$ cat config.mk
export PLATFORM = sky130hd
export DESIGN_NAME = rbmf_divider
export DESIGN_NICKNAME = d
export VERILOG_FILES = /design/src/design/rbmf_pkg.sv /design/src/design/rbmf_divider.sv
export SDC_FILE = /design/constraint.sdc
export NUM_CORES = 1
export LEC_CHECK = 0
export ABC_AREA = 1
export BUFFER_PORTS_ARGS = -buffer_cell sky130_fd_sc_hd__buf_2
export CAP_MARGIN = 20
export CORE_MARGIN = 3
export CORE_UTILIZATION = 45
export CTS_CLUSTER_SIZE = 10
export DETAILED_ROUTE_END_ITERATION = 7
export HOLD_SLACK_MARGIN = 0.08
export PLACE_DENSITY_LB_ADDON = 0.1
export SYNTH_ARGS = -nofsm -noshare
export SYNTH_HDL_FRONTEND = slang
export SYNTH_SLANG_ARGS = --single-unit
$ cat constraint.sdc
create_clock -name clk -period 5.3 [get_ports clk]
set_input_delay 0.795 -clock clk [delete_from_list [all_inputs] [get_ports clk]]
set_output_delay 0.795 -clock clk [all_outputs]
set_load 0.02 [all_outputs]
$ cat src/design/rbmf_pkg.sv
// shared constants and types of the rgb box mean filter
`default_nettype none
package rbmf_pkg;
  localparam int MAX_WIDTH  = 1024;
  localparam int MAX_RADIUS = 4;
  localparam int MAX_HEIGHT = 4096;
  localparam int RING_ROWS  = 3 * MAX_RADIUS + 1;

  localparam int PIX_W  = 8;
  localparam int WCFG_W = 11;
  localparam int HCFG_W = 13;
  localparam int RCFG_W = 3;
  localparam int COL_W  = $clog2(MAX_WIDTH);
  localparam int ROW_W  = $clog2(MAX_HEIGHT);
  localparam int SLOT_W = $clog2(RING_ROWS);
  localparam int MEM_DEPTH = RING_ROWS * MAX_WIDTH;
  localparam int ADDR_W = $clog2(MEM_DEPTH);
  localparam int WIN_MAX = (2 * MAX_RADIUS + 1) * (2 * MAX_RADIUS + 1);
  localparam int SUM_W  = $clog2(WIN_MAX * 255 + 1);
  localparam int DIVR_W = $clog2(WIN_MAX + 1);
  localparam int SPAN_W = $clog2(2 * MAX_RADIUS + 2);
  localparam int TOT_W  = WCFG_W + HCFG_W;
  localparam int CNT_W  = TOT_W + 1;
  localparam int DLY_W  = WCFG_W + RCFG_W + 1;

  typedef enum logic [1:0] {
    REG_WIDTH  = 2'd0,
    REG_HEIGHT = 2'd1,
    REG_RADIUS = 2'd2
  } cfg_reg_t;

  typedef logic [SUM_W-1:0] sum_t;
  typedef logic [PIX_W-1:0] pix_t;
endpackage
`default_nettype wire

$ cat src/design/rbmf_divider.sv
// three-lane restoring divider, one quotient bit per cycle
`default_nettype none
module rbmf_divider (
  input  wire logic                 clk,
  input  wire logic                 rst_n,
  input  wire logic                 start,
  input  wire rbmf_pkg::sum_t       dividend [3],
  input  wire logic [rbmf_pkg::DIVR_W-1:0] divisor,
  output logic                      done,
  output rbmf_pkg::pix_t            quotient [3]
);
  import rbmf_pkg::*;

  localparam int ITER_W = $clog2(SUM_W + 1);

  logic              busy_r;
  logic [ITER_W-1:0] iter_r;
  logic              done_r;
  sum_t              q_r   [3];
  logic [DIVR_W-1:0] rem_r [3];
  logic [DIVR_W-1:0] dv_r;

  // control: count the quotient bits
  always_ff @(posedge clk) begin
    if (!rst_n) begin
      busy_r <= 1'b0;
      iter_r <= '0;
      done_r <= 1'b0;
    end else begin
      done_r <= 1'b0;
      if (start) begin
        busy_r <= 1'b1;
        iter_r <= '0;
      end else if (busy_r) begin
        if (iter_r == ITER_W'(SUM_W - 1)) begin
          busy_r <= 1'b0;
          done_r <= 1'b1;
        end
        iter_r <= iter_r + ITER_W'(1);
      end
    end
  end

  // datapath: shift, trial subtract, keep
  always_ff @(posedge clk) begin
    if (start) begin
      dv_r <= divisor;
      for (int c = 0; c < 3; c++) begin
        q_r[c]   <= dividend[c];
        rem_r[c] <= '0;
      end
    end else if (busy_r) begin
      for (int c = 0; c < 3; c++) begin
        if ({rem_r[c], q_r[c][SUM_W-1]} >= {1'b0, dv_r}) begin
          rem_r[c] <= DIVR_W'({rem_r[c], q_r[c][SUM_W-1]} - {1'b0, dv_r});
          q_r[c]   <= {q_r[c][SUM_W-2:0], 1'b1};
        end else begin
          rem_r[c] <= DIVR_W'({rem_r[c], q_r[c][SUM_W-1]});
          q_r[c]   <= {q_r[c][SUM_W-2:0], 1'b0};
        end
      end
    end
  end

  assign done = done_r;
  always_comb begin
    for (int c = 0; c < 3; c++) quotient[c] = q_r[c][PIX_W-1:0];
  end
endmodule
`default_nettype wire

==> out/qor.yml <==
firstDrtPassIters: 4
post-route-util_pct: 52.44
cts_buffer_depth: 2
min_period_over_period_pct: 45.93
timing.rr.start: "busy_r"
synthMostInstantiatedCell: "nand2_1"
pin_count: 80
fp.dieH_um: 108.8
dpl.hpwl_mm: 6.584
final_hold_viol_count: 0
nNetsFinal: 655
wl_met3_um: 320
highest_layer: "met4"
ys_ff_latch: 79
hold_end: "done"
syn_avg_cell_area_um2: 9.096
setup-tns-final_ns: 0
cts_hold_buffers: 0
synthTopCellsByCount: "nand2_1, edfxtp_1, inv_1"
wl_met1_mm: 4.376
setup-violations-final: 0
portBuffers: 79
vias: 3429
synth_warnings: 0
p_leak_nw: 2.490
cts_sinks: 79
die-area_um2: 11840
status: "complete, no violations"
drc: 0
synth_area_leaders: "edfxtp_1, nand2_1, ha_1"
p_switching_uw: 482.6
synth_edf_count: 72
worst_ep_arrival_time_ns: 2.44
drt_iter0_drc: 153
grt_antenna_before_repair: 0
cp_max_fo: 37
cts_tree: "done"
rsz0062_at_grt: "no"
end_kind: "flip-flop"
syn_area_um2: 4757
cp-start-kind: "primary input"
cts.reportedPaths.clkPinSlew_ns: 0.08
grt_max_degree: 67
gp_congestion: 0.8099
ys_seq_area_share_pct: 48.40
peakVddDrop_v: 0.0001483
clkPwrFrac_pct: 32.1
start_util_pct: 47.36
hold_path_depth: 2
whs_ns: 0.5028
crit_type: "in -> reg"
synth.largest_area_cell: "edfxtp_1"
clk_latency_ns: 0.34
ys_types: 42
grt_pass1_wl_mm: 15.29
syn2layout_area_growth_pct: 10.73
fin_area_um2: 5268
r2r_cells: 3
postCtsSetupBuffers: 0
intPower_mw: 1.204
hp-class: "reg -> reg"
grt_util_all_layers_pct: 16.62
placed_cell_area_um2: 5004
postRouteAntennaNets: 0
htreeDepth: 3
ff2ff_setup_slack_ns: 3.11
rr_endpoint: "rem_r[1][4]"
wl_met2_mm: 4.552
avgViaCountPerCell: 4.816
cap_violations: 0
pwr-share-comb_pct: 21.6
cts_root_buffer: "clkbuf_8"
grt_overflow: 0
chipWidth_um: 108.8
worstPathRequired_ns: 5.31
grt_pass1_vias: 3273
wl_mm: 9.348
layout-drive-gt1-share_pct: 21.24
period_needed_ns: 2.434
wl_per_cell_um: 13.13
async_reset_ff_share_pct: 0
synth_top_area_share_pct: 45.45
fmax_mhz: 410.8
hold_start: "iter_r[3]"
slew_viol_final: 0
tightest_slew_ns: 0.7802
slew_headroom_pct: 47.91
synth_cells: 523
core-area_um2: 10040
power_per_cell_area_nw_per_um2: 320.1
rows: 36
n_antenna_cell: 0
post_cts_resized: 0
cts_buffers: 9
fin_worst_skew_ns: 0.008744
ys.flop_type: "edfxtp_1"
synth_nets: 604
p_seq_share_pct: 46.3
switching_share_pct: 28.62
state kept, by name, summed over array words and instances, names as in the netlist:
register  cells
q_r          45
dv_r          7
busy_r        1
iter_r        4
done          1
rem_r        21
per-layer routing:
layer	up-vias	track usage, %
met3	8	3.375
li1	1795	-
met5	-	0
met4	0	4.328
met2	48	28.55
met1	1578	21.45
cell families after synthesis:
group | Yosys count | share of synthesized area, %
compound gates | 44 | 6.286
xor+xnor | 6 | 1.105
fa+ha+maj | 26 | 7.312
buf+inv | 100 | 11.55
flops | 79 | 48.40
simple gates | 268 | 25.36
how the worst max path moves through the flow:
| stage | start | endpoint | slack, ns | cells after the start |
|---|---|---|---|---|
| 3_5_place_dp | start | q_r[1][3] | 2.45 | 4 |
| 2_1_floorplan | start | q_r[0][0] | 2.65 | 3 |
| 3_3_place_gp | start | q_r[1][2] | 2.49 | 4 |
| 6_report | start | rem_r[1][4] | 2.87 | 4 |
| 5_1_grt | start | q_r[1][0] | 2.66 | 4 |
| 4_1_cts | start | q_r[1][3] | 2.82 | 4 |
critical path, cell delays in order:
cell and delay [ns]:
buf_2 0.40, nor2_1 0.14, inv_2 0.60, buf_4 0.49
power by group through the flow:
stage	logic [mW]	registers (mW)	clock network [mW]
5_1_grt	0.416	0.788	0.577
2_1_floorplan	0.311	0.784	0
3_5_place_dp	0.367	0.795	0
6_report	0.364	0.781	0.541
3_3_place_gp	0.361	0.794	0
4_1_cts	0.368	0.782	0.557
cells in the final DEF, fill, tap and decap left out, types with 3 or more instances in the layout:
cell,instances
nor2_1,37
nand2_1,174
nand4_1,4
clkbuf_8,9
buf_2,79
edfxtp_1,72
xnor2_1,5
nor3_1,5
nand3b_1,5
inv_2,4
nand2_2,4
inv_1,54
bufinv_16,3
fa_1,3
nand3_2,9
nand3_1,20
a22o_1,14
dfxtp_1,7
ha_1,23
a21oi_1,18
final cells by class:
class                      instances  area [um^2]
multi-input combinational        344         1906
timing repair buffer              81        422.9
clock inverter                     7        120.1
tap                              133        166.4
inverter                          59        226.5
sequential                        79         2302
fill                             968         4777
clock buffer                       9        123.9
metrics by stage:
stage               cells  worst slack, ns  total power, mW
finish                712            2.866            1.686
global route          712            2.665            1.781
CTS                   711            2.822            1.707
detailed placement    695            2.446            1.161
global placement      695            2.489            1.155
floorplan             523            2.648            1.095
Power figures use the tool's default switching activity.
